--- config.mk ---
export PLATFORM = sky130hd
export DESIGN_NAME = decimal_seven_segment_shift_driver_unit
export DESIGN_NICKNAME = d
export VERILOG_FILES = /design/src/dssd_pkg.sv /design/src/dssd_digit.sv /design/src/decimal_seven_segment_shift_driver_unit.sv
export SDC_FILE = /design/constraint.sdc
export NUM_CORES = 1
export LEC_CHECK = 0
export BUFFER_PORTS_ARGS = -buffer_cell sky130_fd_sc_hd__clkbuf_2
export CORE_ASPECT_RATIO = 1.2
export CORE_MARGIN = 2
export CORE_UTILIZATION = 33
export DETAILED_ROUTE_END_ITERATION = 12
export PLACE_DENSITY = 0.45
export SLEW_MARGIN = 25
export SYNTH_ARGS = -nofsm -noshare
export SYNTH_HDL_FRONTEND = slang
export SYNTH_SLANG_ARGS = --single-unit
--- constraint.sdc ---
create_clock -name clk -period 9.79 [get_ports clk]
set_clock_uncertainty 0.15 [all_clocks]
set_input_delay 0.979 -clock clk [delete_from_list [all_inputs] [get_ports clk]]
set_output_delay 0.979 -clock clk [all_outputs]
set_load 0.02 [all_outputs]
--- src/dssd_pkg.sv ---
// Shared constants and the segment table for the decimal seven-segment shift driver.
// No dependencies; imported by dssd_digit and the top level.
package dssd_pkg;

    localparam int DIGITS      = 4;
    localparam int DIGIT_W     = (DIGITS > 1) ? $clog2(DIGITS) : 1;
    localparam int VALUE_W     = 16;
    localparam int WORD_BITS   = 16;
    localparam int BIT_W       = $clog2(WORD_BITS);
    localparam int SEL_W       = 4;

    // Reciprocal of ten for a 16-bit dividend: q = (n * RECIP_10) >> RECIP_SHIFT
    localparam int RECIP_W     = 17;
    localparam int PROD_W      = VALUE_W + RECIP_W;
    localparam int RECIP_SHIFT = 19;
    localparam logic [RECIP_W-1:0] RECIP_10 = 17'h0CCCD;

    localparam logic [WORD_BITS-1:0] SEG_INVERT = 16'hFF00;
    localparam logic [BIT_W-1:0]     LAST_BIT   = BIT_W'(WORD_BITS - 1);
    localparam logic [DIGIT_W-1:0]   LAST_DIGIT = DIGIT_W'(DIGITS - 1);

    // Segment pattern of one decimal digit, held in the upper byte
    function automatic logic [WORD_BITS-1:0] seg_pattern(input logic [3:0] digit);
        logic [WORD_BITS-1:0] pat;
        begin
            case (digit)
                4'd0:    pat = 16'hFC00;
                4'd1:    pat = 16'h6000;
                4'd2:    pat = 16'hDA00;
                4'd3:    pat = 16'hF200;
                4'd4:    pat = 16'h6600;
                4'd5:    pat = 16'hB600;
                4'd6:    pat = 16'hBE00;
                4'd7:    pat = 16'hE000;
                4'd8:    pat = 16'hFE00;
                4'd9:    pat = 16'hF600;
                default: pat = 16'h0000;
            endcase
            return pat;
        end
    endfunction

endpackage

--- src/dssd_digit.sv ---
// Splits off the lowest decimal digit of a value and forms its 16-bit display word.
// Depends on dssd_pkg for widths, the reciprocal of ten and the segment table.
module dssd_digit
    import dssd_pkg::*;
(
    input  logic [VALUE_W-1:0]   num,
    input  logic [DIGIT_W-1:0]   pos,
    output logic [VALUE_W-1:0]   quot,
    output logic [WORD_BITS-1:0] word
);

    logic [PROD_W-1:0]    prod;
    logic [VALUE_W-1:0]   times_ten;
    logic [VALUE_W-1:0]   diff;
    logic [3:0]           rem;
    logic [SEL_W-1:0]     sel;

    // Divide by ten through the reciprocal, then recover the remainder
    always_comb
    begin
        prod      = PROD_W'(num) * PROD_W'(RECIP_10);
        quot      = VALUE_W'(prod >> RECIP_SHIFT);
        times_ten = (quot << 3) + (quot << 1);
        diff      = num - times_ten;
        rem       = diff[3:0];
    end

    // Segment pattern with one-hot digit select, segments active low
    always_comb
    begin
        sel  = SEL_W'(1) << 2'(pos);
        word = (seg_pattern(rem) | WORD_BITS'(sel)) ^ SEG_INVERT;
    end

endmodule

--- src/decimal_seven_segment_shift_driver_unit.sv ---
// Top level of the decimal seven-segment shift driver.
// Depends on dssd_pkg and dssd_digit.
//
// Usage:
//   Raise start with a 16-bit value while busy is low; the value is taken at that
//   clock edge. Its lowest four decimal digits are sent units first, each as a
//   16-bit word shifted out least significant bit first, one bit per cycle.
//   Every bit appears on serial_data for one cycle with strobe high; store_pulse
//   marks bit 15 of each word and last marks bit 15 of the final word.
//   Latency: the first bit appears in the cycle after the accepting edge.
//   A value is sent as 4 words of 16 bits through the one-bit serial output.
//   busy drops during the final bit, so a start in that cycle makes the next
//   value's first bit follow with no gap.
//   Each new digit is taken from the running quotient by one reciprocal
//   multiply shared between the load and the digit advance.
//   Reset clears the sequencer: strobe and busy go low, no bit is sent.
//   The receiver cannot stall: each bit is shown exactly once for one cycle.
module decimal_seven_segment_shift_driver_unit
    import dssd_pkg::*;
(
    input  logic               clk,
    input  logic               rst_n,
    input  logic               start,
    input  logic [VALUE_W-1:0] value,
    output logic               busy,
    output logic               strobe,
    output logic               serial_data,
    output logic               store_pulse,
    output logic               last
);

    logic                 active_reg, active_next;
    logic [DIGIT_W-1:0]   dig_reg, dig_next;
    logic [BIT_W-1:0]     bit_reg, bit_next;
    logic [VALUE_W-1:0]   num_reg, num_next;
    logic [WORD_BITS-1:0] word_reg, word_next;

    logic                 word_end;
    logic                 final_bit;
    logic                 accept;
    logic [VALUE_W-1:0]   div_num;
    logic [DIGIT_W-1:0]   div_pos;
    logic [VALUE_W-1:0]   div_quot;
    logic [WORD_BITS-1:0] div_word;

    // Beat bookkeeping
    always_comb
    begin
        word_end  = active_reg && (bit_reg == LAST_BIT);
        final_bit = word_end && (dig_reg == LAST_DIGIT);
        busy      = active_reg && !final_bit;
        accept    = start && !busy;
    end

    // Share one digit unit between loading a value and moving to the next digit
    always_comb
    begin
        if (accept)
        begin
            div_num = value;
            div_pos = '0;
        end
        else
        begin
            div_num = num_reg;
            div_pos = dig_reg + DIGIT_W'(1);
        end
    end

    dssd_digit u_digit (
        .num  (div_num),
        .pos  (div_pos),
        .quot (div_quot),
        .word (div_word)
    );

    // Load, shift or advance the word under transmission
    always_comb
    begin
        active_next = active_reg;
        dig_next    = dig_reg;
        bit_next    = bit_reg;
        num_next    = num_reg;
        word_next   = word_reg;
        if (accept)
        begin
            active_next = 1'b1;
            dig_next    = '0;
            bit_next    = '0;
            num_next    = div_quot;
            word_next   = div_word;
        end
        else if (final_bit)
        begin
            active_next = 1'b0;
        end
        else if (word_end)
        begin
            dig_next  = div_pos;
            bit_next  = '0;
            num_next  = div_quot;
            word_next = div_word;
        end
        else if (active_reg)
        begin
            bit_next  = bit_reg + BIT_W'(1);
            word_next = word_reg >> 1;
        end
    end

    // Hold the sequencer state
    always_ff @(posedge clk or negedge rst_n)
    begin
        if (!rst_n)
        begin
            active_reg <= 1'b0;
            dig_reg    <= '0;
            bit_reg    <= '0;
        end
        else
        begin
            active_reg <= active_next;
            dig_reg    <= dig_next;
            bit_reg    <= bit_next;
        end
    end

    // Hold the payload
    always_ff @(posedge clk)
    begin
        num_reg  <= num_next;
        word_reg <= word_next;
    end

    // Drive the result beat from registers
    always_comb
    begin
        strobe      = active_reg;
        serial_data = word_reg[0];
        store_pulse = word_end;
        last        = final_bit;
    end

endmodule
### Word level (Yosys, flattened, before mapping)

Memory sizes are Yosys's and may differ from the RTL's.
Index checks and enable logic that the tools add are counted.

* $add $sub $neg: 4
* multiply operators: 1
* equality and inequality tests: 3
* shift operators: 1
* multiplexer cells: 18
* bitwise operators: 2
* reductions and logical operators: 11

Operators by type and width (number)
* $mux W16: 5
* $mux W13: 3
* $mul A16 B16 Y32 const B: 1
* $mux W4: 4
* $or A16 B4 Y16: 1
* $mux W2: 4
* $not A8 Y8: 1
* $add A4 B1 Y4 const B: 1
* $add A4 B4 Y4: 1
* $eq A4 B4 Y1 const B: 1
* $logic_and A1 B1 Y1: 4
* $reduce_and A2 Y1: 2
* $reduce_bool A2 Y1: 2
* $shl A1 B2 Y4 const A: 1
* $sub A4 B4 Y4: 1
* $reduce_bool A3 Y1: 1
* $add A2 B1 Y2 const B: 1
* $eq A2 B2 Y1 const B: 1
* $logic_not A1 Y1: 2
* $mux W1: 2
* $ne A2 B1 Y1 const B: 1

* register bits after elaboration: 36
* memory bits (read-only): 112
* bits of input ports: 19
* output and inout port bits: 5
* word-level logic and storage cells: 46
* memories kept: 1

Memories
* (name not given): words 16, width 7, read ports 1, clocked after memory_dff 0, write ports 0, RTL line dssd_pkg.sv:26 `case (digit)`

### Logic depth before layout (Yosys ltp)

Gate-level depths: netlist of the first run.
An unclocked memory read counts as a cell.

* depth after elaboration: 17
* depth in mapped cells: 31

### Hierarchy

From an unflattened synthesis of the first run, not the netlist that was laid out.

* cells, all modules: 623
* area total of the unflattened synthesis: 6716.4 um2

Modules (own cells, without submodules)
* dssd_digit: instances 1, cells each 509, area each 4824.6 um2, sequential area each 0.0 um2
* decimal_seven_segment_shift_driver_unit: instances 1, cells each 114, area each 1891.8 um2, sequential area each 1136.1 um2

### Worst setup path after synthesis of the first run

OpenSTA, ideal clock, no wires.

* kind: input to register
* start point: input port start
* end point: register word_reg[11], data pin
* data arrival time: 7393 ps
* slack: 1982 ps
* stages: 29
* path through: a21boi_4 > clkbuf_1 > clkbuf_1 > mux2i_1 > inv_1 > ha_1 > ha_1 > inv_1 > fa_1 > fa_1 > inv_1 > fa_1 > inv_1 > fa_1 > inv_1 > ha_1 > a211oi_1 > o22ai_1 > o41ai_1 > a31oi_1 > nor2_1 > xnor2_1 > ha_1 > nand2_1 > nand3b_4 > xnor2_2 > xnor2_4 > mux2i_1 > o21ai_1

* longest elaborated chain between the ends: 11

Ends and longest elaborated chain
* from (decl): RTL line decimal_seven_segment_shift_driver_unit.sv:23 `input logic start,`
* $logic_and A1 B1 Y1 (*): RTL line decimal_seven_segment_shift_driver_unit.sv:52 `accept = start && !busy;`
* $mux W16 (*): RTL line decimal_seven_segment_shift_driver_unit.sv:58 `if (accept)`
* $mul A16 B16 Y32 (*): RTL line dssd_digit.sv:21 `prod = PROD_W'(num) * PROD_W'(RECIP_10);`
* named net div_quot[1]: RTL line decimal_seven_segment_shift_driver_unit.sv:43 `logic [VALUE_W-1:0] div_quot;`
* $add A4 B4 Y4 (*): RTL line dssd_digit.sv:23 `times_ten = (quot << 3) + (quot << 1);`
* $sub A4 B4 Y4 (*): RTL line dssd_digit.sv:24 `diff = num - times_ten;`
* $mem_v2 Z16 W7 (*)
* $or A16 B4 Y16 (*): RTL line dssd_digit.sv:32 `word = (seg_pattern(rem) | WORD_BITS'(sel)) ^ SEG_INVERT;`
* $not A8 Y8 (no line) (*)
* $mux W16: RTL line decimal_seven_segment_shift_driver_unit.sv:97 `else if (word_end)`
* $mux W16: RTL line decimal_seven_segment_shift_driver_unit.sv:93 `else if (final_bit)`
* $mux W16 (*): RTL line decimal_seven_segment_shift_driver_unit.sv:85 `if (accept)`
* named net word_next[11]: RTL line decimal_seven_segment_shift_driver_unit.sv:36 `logic [WORD_BITS-1:0] word_reg, word_next;`
* to (signal assigned): RTL line decimal_seven_segment_shift_driver_unit.sv:132 `word_reg <= word_next;`
* to (decl): RTL line decimal_seven_segment_shift_driver_unit.sv:36

The timed path passes the listed nets; every way through them passes the cells marked *. The select of a mux whose other input is x is not followed.
A chain may end at the register's enable or synchronous reset.

### Worst setup path after layout of the first run

* start point: register dig_reg[0]
* end point: register word_reg[12], data pin

* longest elaborated chain between the ends: 16

Ends and longest elaborated chain
* from (decl): RTL line decimal_seven_segment_shift_driver_unit.sv:33 `logic [DIGIT_W-1:0] dig_reg, dig_next;`
* from (signal assigned): RTL line decimal_seven_segment_shift_driver_unit.sv:123 `dig_reg <= dig_next;`
* $eq A2 B2 Y1 (*): RTL line decimal_seven_segment_shift_driver_unit.sv:50 `final_bit = word_end && (dig_reg == LAST_DIGIT);`
* $logic_and A1 B1 Y1 (*): RTL line decimal_seven_segment_shift_driver_unit.sv:50
* $logic_not A1 Y1 (*): RTL line decimal_seven_segment_shift_driver_unit.sv:51 `busy = active_reg && !final_bit;`
* $logic_and A1 B1 Y1 (*): RTL line decimal_seven_segment_shift_driver_unit.sv:51
* $logic_not A1 Y1 (*): RTL line decimal_seven_segment_shift_driver_unit.sv:52
* $logic_and A1 B1 Y1 (*): RTL line decimal_seven_segment_shift_driver_unit.sv:52
* $mux W16 (*): RTL line decimal_seven_segment_shift_driver_unit.sv:58
* $mul A16 B16 Y32 (*): RTL line dssd_digit.sv:21
* named net div_quot[1]: RTL line decimal_seven_segment_shift_driver_unit.sv:43
* (+1 left out)
* $sub A4 B4 Y4 (*): RTL line dssd_digit.sv:24
* $mem_v2 Z16 W7 (*)
* $or A16 B4 Y16 (*): RTL line dssd_digit.sv:32
* $not A8 Y8 (no line) (*)
* $mux W16: RTL line decimal_seven_segment_shift_driver_unit.sv:97
* $mux W16: RTL line decimal_seven_segment_shift_driver_unit.sv:93
* $mux W16 (*): RTL line decimal_seven_segment_shift_driver_unit.sv:85
* named net word_next[12]: RTL line decimal_seven_segment_shift_driver_unit.sv:36

Marked as above.

==> results by group, run 1 <==
Status
  – Status: completed

Final layout
  – Area grow syn2layout: 9.40%
  – Final instance area: 6890 um^2
  – N_diodes: 0
  – Net count, final: 872
  – Layout cell share with drive strength beyond 1: 8.62%
  – Max reg flops: 16

Yosys
  – Top cells by count, synth: 158 x inv_1, 136 x ha_1, 80 x fa_1, 29 x edfxtp_1, 25 x nor2_1
  – Synth area leader: ha_1
  – Post-synth EDFFs: 29
  – Netlist cell types: 50
  – Post-Syn Nets: 845
  – Synthesis-stage register bit count: 36
  – Mapped cell area: 6300 um^2
  – Avg Inst Size Synth: 10.3 um^2
  – Leading post-synthesis cells by cell area: ha_1 27%, fa_1 25%, edfxtp_1 14%, inv_1 9.4%, dfrtp_1 2.8%
  – Fraction of registers with async set/reset: 19.4%
  – Synth top area share: 27.0%
  – Post-Synthesis Cells: 610
  – Sequential fraction of the synthesis area: 16.6%
  – Synth Flop Type: edfxtp_1
  – Most common cell in the netlist: inv_1
  – Syn. warnings: 0

Timing
  – Worst Tran Pin Value: 1.04 ns
  – Final period util: 94.6%
  – Worst relative slew slack: 29.6%
  – Final Critical Period: 9.26 ns
  – RSZ-0062 raised after global routing: no
  – Final hold vios: 0
  – Final setup fails: 0
  – Fmax: 0.108 GHz
  – Setup TNS: 0 ns
  – Slew Limit Fails: 0
  – Hold_ws: 0.372 ns

Global routing
  – Largest net degree at the start of global routing: 20
  – First-pass GRT wire length: 23900 um
  – Aggregate global routing overflow: 0
  – Vias in the first global route: 4473
  – Gr usage total: 15.6%
  – Antenna violations before repair: 0

Clock network
  – CTS Buffer Depth: 2
  – TritonCTS Buffers: 5
  – H-Tree Depth: 2
  – Clk pin slew, worst setup/hold paths: 0.06 ns
  – CTS Root Buffer Type: clkbuf_16
  – Post-CTS setup buffers: 0
  – CTS tree: built
  – Clock sinks: 36
  – Worst-Skew Late Latency: 0.28 ns

Worst setup path
  – Crit end category: flip-flop
  – Worst path arrival time: 9.10 ns
  – Slowest CP cell: o41ai_1
  – CP Buf/Inv Count: 5
  – Worst EP required: 9.63 ns
  – CP peak stage delay: 0.84 ns
  – CP Class: flip-flop to flip-flop
  – Cell family with most CP delay: adder cells
  – Startpoint types: flip-flop
  – CP max FO: 19

Floorplan
  – Die Ht: 155 um
  – Starting Density: 33.5%
  – Die X: 130 um
  – Row count: 55
  – IO Count: 24
  – Die ar.: 20200 um^2
  – Core ar.: 18800 um^2

Routing
  – Initial DRC count: 133
  – Drt first pass iters: 5
  – Residual DRC: 0
  – Post-route ant nets: 0
  – Vias per cell: 4.65
  – Routed vias: 4153
  – Final WL: 14800 um
  – Routed WL per cell: 16.6 um

Worst hold path
  – Hold Path Class: flip-flop to flip-flop

Placed design
  – Routability cong.: 0.884
  – Placed Area: 6730 um^2
  – Number of port buffers: 23
  – Post-DP HPWL: 13100 um

Flow run
  – MaxCap Viol Count: 0
## path summary, 6_finish.rpt
path / from / to / slack, ns / depth (start not counted)
max in group asynchronous: rst_n / dig_reg[0]$_DFFE_PN0P_ / 8.94 / 1
hold reg to reg: word_reg[6]$_SDFFCE_PP0P_ / word_reg[5]$_SDFFCE_PP0P_ / 0.37 / 1
setup reg to reg: dig_reg[0]$_DFFE_PN0P_ / word_reg[12]$_DFFE_PP_ / 0.53 / 27
hold / removal: word_reg[6]$_SDFFCE_PP0P_ / word_reg[5]$_SDFFCE_PP0P_ / 0.37 / 1
min in group asynchronous: rst_n / bit_reg[2]$_DFFE_PN0P_ / 0.38 / 1
setup / recovery: dig_reg[0]$_DFFE_PN0P_ / word_reg[12]$_DFFE_PP_ / 0.53 / 27
## kinds of logic after synthesis
kind of cell | count (synthesis) | share of synthesized area, %
xor+xnor | 24 | 3.87
simple gates | 89 | 7.27
flops | 36 | 16.6
fa+ha+maj | 216 | 52.5
compound gates | 63 | 6.93
buf+inv | 164 | 9.78
mux | 18 | 3.08
## cell type report
type,count,area (um^2)
fillers,1910,11900
clock buffers,8,156
repair buffers,25,130
inverters,159,597
flip-flops and latches,36,1050
multi-input cells,410,4640
well taps,256,320
## per-stage QoR
step | cells | util, % | setup WS [ns]
2_1_floorplan | 610 | - | 1.98
3_3_place_gp | 886 | 35.8 | 0.372
3_5_place_dp | 886 | 35.8 | 0.201
4_1_cts | 894 | 36.7 | 0.445
5_1_grt | 894 | 36.7 | 0.0380
6_report | 894 | 36.7 | 0.533
## cells in the final DEF (no fill, tap or decap), drive strengths merged, types with 4 or more instances in the layout
cell,count
a21o,7
mux2,11
and2,9
dfrtp,7
xnor2,16
inv,159
edfxtp,29
clkbuf,31
nor2,26
nand2,24
o21ai,13
o31ai,4
mux2i,7
nand4,10
a21oi,18
fa,80
xor2,8
ha,136
## metal layers
metal / wire length, um / share of wire [%] / global-route usage (%)
met1: 6610 / 45 / 20.1
met2: 7760 / 52 / 28.2
met3: 177 / 1.2 / 1.48
met4: 256 / 1.7 / 3.02
met5: 0 / 0 / 0
## repair_timing
| action | CTS | global route |
|---|---|---|
| resized for setup | 0 | 1 |
| setup endpoints to repair | 0 | 1 |
| hold buffers | 0 | 0 |
Power of run 1 is left out: the tool's default activity adds up to more than one toggle a clock period on the data nets, which glitch-free logic cannot reach.
==> run 2, diff against run 1 <==
--- a/config.mk
+++ b/config.mk
@@ -7,11 +7,11 @@
 export LEC_CHECK = 0
 export BUFFER_PORTS_ARGS = -buffer_cell sky130_fd_sc_hd__clkbuf_2
 export CORE_ASPECT_RATIO = 1.2
-export CORE_MARGIN = 2
 export CORE_UTILIZATION = 33
 export DETAILED_ROUTE_END_ITERATION = 12
 export PLACE_DENSITY = 0.45
 export SLEW_MARGIN = 25
 export SYNTH_ARGS = -nofsm -noshare
 export SYNTH_HDL_FRONTEND = slang
+export SYNTH_HIERARCHICAL = 1
 export SYNTH_SLANG_ARGS = --single-unit
==> run 2 against run 1 <==
Via count is 0.63% higher. Sequential cell count is 3 higher. Wire length is 1.2% higher. Synthesized area is 6.7% higher. Critical path type unchanged.
==> results by group, run 2 <==
Worst hold path
  – Hold Path Class: input pin to async pin

Clock network
  – TritonCTS Buffers: 5 (unchanged)
  – CTS Root Buffer Type: clkbuf_16
  – PostCTS Resize Cnt: 0 (unchanged)
  – Clock sinks: 39 (+8.3%)
  – CTS tree: built
  – Clk pin slew, worst setup/hold paths: 0.06 ns (about the same)
  – # hold bufs at CTS: 0 (unchanged)
  – H-Tree Depth: 2 (unchanged)
  – Post-CTS setup buffers: 0 (unchanged)
  – Worst-Skew Late Latency: 0.28 ns (about the same)
  – CTS Buffer Depth: 2 (unchanged)

Floorplan
  – Starting Density: 34.0% (+0.47 points)
  – Row count: 56 (+1.8%)
  – Die Ht: 158 um (+1.9%)
  – IO Count: 24 (unchanged)
  – Core ar.: 19800 um^2 (+5.2%)
  – Die X: 132 um (+1.6%)
  – Die ar.: 20900 um^2 (+3.6%)

Flow run
  – MaxCap Viol Count: 0 (unchanged)

Yosys
  – XOR/XNOR share of the synthesized area: 3.48% (-0.39 points)
  – Synthesis-stage register bit count: 39 (+8.3%)
  – Avg Inst Size Synth: 10.8 um^2 (+4.4%)
  – Synth top area share: 26.1% (-0.94 points)
  – Most common cell in the netlist: inv_1
  – Synth Flop Type: edfxtp_1
  – Leading post-synthesis cells by cell area: ha_1 26%, fa_1 24%, edfxtp_1 14%, inv_1 8.4%, mux2_4 3.8%
  – Netlist cell types: 57 (+14%)
  – Mux cell area share after synthesis: 7.68% (+4.6 points)
  – Fraction of registers with async set/reset: 17.9% (-1.5 points)
  – Syn. warnings: 6 (+6)
  – Main combinational cell family by area after synthesis: adder cells
  – Synth Area in Adders: 49.9% (-2.5 points)
  – Synth area leader: ha_1
  – Post-synth EDFFs: 32 (+10%)
  – Synth Area in Compound Gates: 6.39% (-0.54 points)
  – Post-Synthesis Cells: 623 (+2.1%)
  – Sequential fraction of the synthesis area: 16.9% (+0.30 points)
  – Post-synthesis simple-gate area fraction: 5.40% (-1.9 points)
  – Top cells by count, synth: 151 x inv_1, 140 x ha_1, 80 x fa_1, 32 x edfxtp_1, 22 x nand2_1
  – Mapped cell area: 6720 um^2 (+6.7%)

Timing
  – Final setup fails: 0 (unchanged)
  – Setup TNS: 0 ns (unchanged)
  – Slew Limit Fails: 0 (unchanged)
  – Final period util: 85.2% (-9.4 points)
  – Fmax: 0.120 GHz (+11%)
  – Worst Tran Pin Value: 0.825 ns (-0.218 ns)
  – Final Critical Period: 8.34 ns (-0.918 ns)
  – Worst relative slew slack: 44.3% (+15 points)
  – Final hold vios: 0 (unchanged)
  – RSZ-0062 raised after global routing: no

Worst setup path
  – Slowest CP cell: a21boi_4
  – Worst path arrival time: 8.22 ns (-0.88 ns)
  – Worst EP required: 9.67 ns (+0.04 ns)
  – Most numerous cell on the critical path: fa_1
  – Startpoint types: flip-flop
  – CP max FO: 18 (-1)
  – Crit end category: flip-flop
  – CP peak stage delay: 0.67 ns (-0.17 ns)
  – CP Class: flip-flop to flip-flop

Placed design
  – Dpl cells: 901 (+1.7%)
  – Number of port buffers: 23 (unchanged)
  – Post-DP HPWL: 13300 um (+2.0%)
  – Routability cong.: 0.863 (-2.4%)

Final layout
  – Net count, final: 886 (+1.6%)
  – Area grow syn2layout: 7.58%
  – Commonest non-fill, non-tap cells in the layout: 151 x inv_1, 140 x ha_1, 80 x fa_1
  – Filler instances: 1988 (+4.1%)
  – N_diodes: 0 (unchanged)
  – Layout cell share with drive strength beyond 1: 11.9% (+3.3 points)
  – Final Non-Filler Cells: 909 (+1.7%)
  – Commonest non-fill, non-tap cell in the layout: inv_1

Routing
  – Drt first pass iters: 4 (-1)
  – Residual DRC: 0 (unchanged)
  – Routed WL per cell: 16.5 um (-0.42%)
  – Routed vias: 4179 (+0.63%)
  – Final WL: 15000 um (+1.2%)
  – Post-route ant nets: 0 (unchanged)
  – Initial DRC count: 117 (-12%)
  – Vias per cell: 4.60 (-1.0%)

Global routing
  – Aggregate global routing overflow: 0 (unchanged)
  – Largest net degree at the start of global routing: 19 (-5.0%)
  – Antenna violations before repair: 0 (unchanged)
  – Gr usage total: 15.7% (+0.11 points)
  – First-pass GRT wire length: 24900 um (+4.1%)
  – Vias in the first global route: 4745 (+6.1%)

Status
  – Status: completed
[run 2: final timing paths]
path / slack, ns / cells past startpoint / endpoint / startpoint
max: 1.45 / 28 / word_reg[13]$_DFFE_PP_ / dig_reg[0]$_DFFE_PN0P_
min: 0.38 / 1 / strobe$_DFFE_PN0P_ / rst_n
max reg2reg: 1.45 / 28 / word_reg[13]$_DFFE_PP_ / dig_reg[0]$_DFFE_PN0P_
min reg2reg: 0.38 / 1 / dig_reg[1]$_DFFE_PN0P_ / dig_reg[1]$_DFFE_PN0P_
max in group asynchronous: 8.94 / 1 / dig_reg[0]$_DFFE_PN0P_ / rst_n
min in group clk: 0.38 / 1 / dig_reg[1]$_DFFE_PN0P_ / dig_reg[1]$_DFFE_PN0P_
[run 2: stage by stage]
| stage | instance area (um^2) | worst slack [ns] | hold slack (ns) | util, % |
|---|---|---|---|---|
| floorplan | 6740 | 2.24 | 0.331 | - |
| global placement | 7070 | 1.36 | 0.362 | 35.8 |
| detailed placement | 7070 | 1.18 | 0.360 | 35.8 |
| CTS | 7220 | 1.41 | 0.373 | 36.5 |
| global route | 7230 | 0.958 | 0.383 | 36.6 |
| finish | 7230 | 1.45 | 0.376 | 36.6 |
[run 2: area by class of cell]
cell class              instances  area [um^2]  area share [%]
well taps                     261          327            4.52
inverters                     151          567            7.84
clock buffers                   5          125            1.73
flip-flops and latches         39         1140            15.7
clock inverters                 3         20.0           0.277
repair buffers                 23          115            1.59
multi-input cells             427         4940            68.3
[run 2: critical path: cells and delay by family, from the launching register on]
kind | cells | cell delay (ns)
DFF | 1 | 0.41
muxes | 4 | 1.10
AOI/OAI and AO/OA | 4 | 1.34
buffers and inverters | 4 | 0.23
adders and majority gates | 9 | 3.65
and+or+nand+nor | 5 | 0.52
xor gates and xnor gates | 2 | 0.66
[run 2: cell families (layout without fill, tap and decap cells)]
kind of cell	count (synthesis)	after routing
AOI/OAI and AO/OA	60	60
xor gates and xnor gates	25	25
adders and majority gates	220	220
buffers and inverters	163	182
DFF	39	39
muxes	40	40
other	2	8
and+or+nand+nor	74	74
[run 2: layer usage]
layer | global-route usage (%) | wire length [um] | vias up
met5 | 0 | 0 | -
met4 | 4.21 | 244 | 0
met3 | 1.53 | 330 | 17
met2 | 30.4 | 7950 | 39
met1 | 18.4 | 6460 | 2054
li1 | - | - | 2069
Power of run 2 is left out for the same reason.
==> run 3, diff against run 2 <==
--- a/config.mk
+++ b/config.mk
@@ -10,6 +10,7 @@
 export CORE_UTILIZATION = 33
 export DETAILED_ROUTE_END_ITERATION = 12
 export PLACE_DENSITY = 0.45
+export REMOVE_ABC_BUFFERS = 1
 export SLEW_MARGIN = 25
 export SYNTH_ARGS = -nofsm -noshare
 export SYNTH_HDL_FRONTEND = slang
==> run 3 against run 2 <==
Hold slack lost 0.0021 ns. Final area rose by 0.33%. Critical endpoint is now word_reg[9]$_DFFE_PP_. Final cell count unchanged. Critical path depth unchanged. Die area unchanged. Highest routed layer unchanged. Largest cell class unchanged. Critical path type unchanged. Non-clock buffer count unchanged.
==> results by group, run 3 (synthesis gave the netlist of run 2 again) <==
Status
  – Status: completed

Clock network
  – # hold bufs at CTS: 0 (unchanged)
  – CTS Root Buffer Type: clkbuf_16
  – Clock sinks: 39 (unchanged)
  – Post-CTS setup buffers: 0 (unchanged)
  – TritonCTS Buffers: 5 (unchanged)
  – CTS tree: built
  – H-Tree Depth: 2 (unchanged)
  – Worst-Skew Late Latency: 0.29 ns (about the same)
  – CTS Buffer Depth: 2 (unchanged)
  – PostCTS Resize Cnt: 0 (unchanged)
  – Clk pin slew, worst setup/hold paths: 0.06 ns (about the same)

Worst setup path
  – Critical path launch point: dig_reg[0]$_DFFE_PN0P_
  – Crit end category: flip-flop
  – FF-to-FF Start: dig_reg[0]$_DFFE_PN0P_
  – Critical R2R Capture: word_reg[9]$_DFFE_PP_
  – Slowest CP cell: a21boi_4
  – Reg2Reg Depth: 28 (unchanged)
  – Most numerous cell on the critical path: fa_1
  – Worst path arrival time: 8.28 ns (+0.06 ns)
  – Worst EP required: 9.68 ns (about the same)
  – Startpoint types: flip-flop
  – CP Class: flip-flop to flip-flop
  – CP max FO: 18 (unchanged)
  – CP peak stage delay: 0.69 ns (+0.02 ns)
  – R2r setup slk: 1.40 ns (-0.05 ns)

Routing
  – Drt first pass iters: 4 (unchanged)
  – Initial DRC count: 130 (+11%)
  – Routed WL per cell: 16.9 um (+2.3%)
  – Residual DRC: 0 (unchanged)
  – Post-route ant nets: 0 (unchanged)
  – Routed vias: 4242 (+1.5%)
  – Vias per cell: 4.67 (+1.5%)
  – Final WL: 15300 um (+2.3%)

Global routing
  – Largest net degree at the start of global routing: 19 (unchanged)
  – Gr usage total: 15.6% (-0.057 points)
  – Aggregate global routing overflow: 0 (unchanged)
  – Vias in the first global route: 4682 (-1.3%)
  – First-pass GRT wire length: 24700 um (-0.75%)
  – Antenna violations before repair: 0 (unchanged)
  – Met3 Use GR: 1.27% (-0.25 points)
  – Met2 usage: 29.3% (-1.1 points)
  – Grt met1 use: 18.6% (+0.20 points)
  – Busiest layer in global routing: met2

Timing
  – Setup TNS: 0 ns (unchanged)
  – Slew Limit Fails: 0 (unchanged)
  – Final period util: 85.7% (+0.53 points)
  – Final Critical Period: 8.39 ns (+0.0521 ns)
  – Final hold vios: 0 (unchanged)
  – Worst Tran Pin Value: 1.01 ns (+0.190 ns)
  – Fmax: 0.119 GHz (-0.62%)
  – RSZ-0062 raised after global routing: no
  – Worst relative slew slack: 31.5% (-13 points)
  – Final setup fails: 0 (unchanged)

Final layout
  – N_diodes: 0 (unchanged)
  – Net count, final: 886 (unchanged)
  – Commonest non-fill, non-tap cells in the layout: 151 x inv_1, 140 x ha_1, 80 x fa_1
  – Commonest non-fill, non-tap cell in the layout: inv_1
  – Area grow syn2layout: 7.94%
  – Layout cell share with drive strength beyond 1: 11.9% (unchanged)

Floorplan
  – Core ar.: 19800 um^2 (unchanged)
  – Die Ht: 158 um (unchanged)
  – IO Count: 24 (unchanged)
  – Starting Density: 34.0% (unchanged)
  – Row count: 56 (unchanged)
  – Die X: 132 um (unchanged)
  – Die ar.: 20900 um^2 (unchanged)

Placed design
  – Routability cong.: 0.871 (+0.92%)
  – Post-DP HPWL: 13600 um (+1.8%)
  – Number of port buffers: 23 (unchanged)

Worst hold path
  – Hold Path Class: input pin to async pin

Flow run
  – MaxCap Viol Count: 0 (unchanged)
run 3: changes by cell type in the layout (fill, tap and decap cells not counted):
cell,previous run,this run
clkinvlp_4,2,0
clkinv_4,0,1
bufinv_16,0,1
run 3: metrics by stage:
stage / setup WS [ns] / hold WS [ns] / utilization, % / instance area [um^2] / cells
after floorplan: 2.12 / 0.331 / - / 6630 / 617
final: 1.40 / 0.373 / 36.7 / 7250 / 909
after detailed placement: 1.20 / 0.365 / 35.8 / 7070 / 901
after CTS: 1.41 / 0.374 / 36.7 / 7240 / 909
after global routing: 0.992 / 0.383 / 36.7 / 7250 / 909
after global placement: 1.33 / 0.359 / 35.8 / 7070 / 901
run 3: worst max path at each step:
stage / end / cells after the start
floorplan: word_reg[13]$_DFFE_PP_ / 26
global placement: word_reg[13]$_DFFE_PP_ / 27
detailed placement: word_reg[9]$_DFFE_PP_ / 27
CTS: word_reg[13]$_DFFE_PP_ / 28
global route: word_reg[9]$_DFFE_PP_ / 28
finish: word_reg[9]$_DFFE_PP_ / 28
run 3: critical path: cells and delay by family, from the launching register on:
family,cells,cell delay [ns]
multiplexers,4,1.08
flip-flops,1,0.41
AND/OR/NAND/NOR,5,0.53
adder cells (fa/ha/maj),9,3.68
AO/OA/AOI/OAI,4,1.36
XOR/XNOR,2,0.67
buffers and inverters,4,0.23
run 3: layout make-up:
| cell class | instances | area, um^2 |
|---|---|---|
| multi-input combinational | 427 | 4940 |
| fill | 2014 | 12500 |
| inverter | 151 | 567 |
| sequential | 39 | 1140 |
| clock inverter | 3 | 43.8 |
| tap | 261 | 327 |
| clock buffer | 5 | 125 |
| timing repair buffer | 23 | 115 |
run 3: per-layer routing:
layer	up-vias	share of wire [%]	wire [um]
li1	2069	-	-
met1	2086	43	6570
met2	64	52	7900
met3	23	2.4	374
met4	0	3.2	488
met5	-	0	0
Power of run 3 is left out for the same reason.
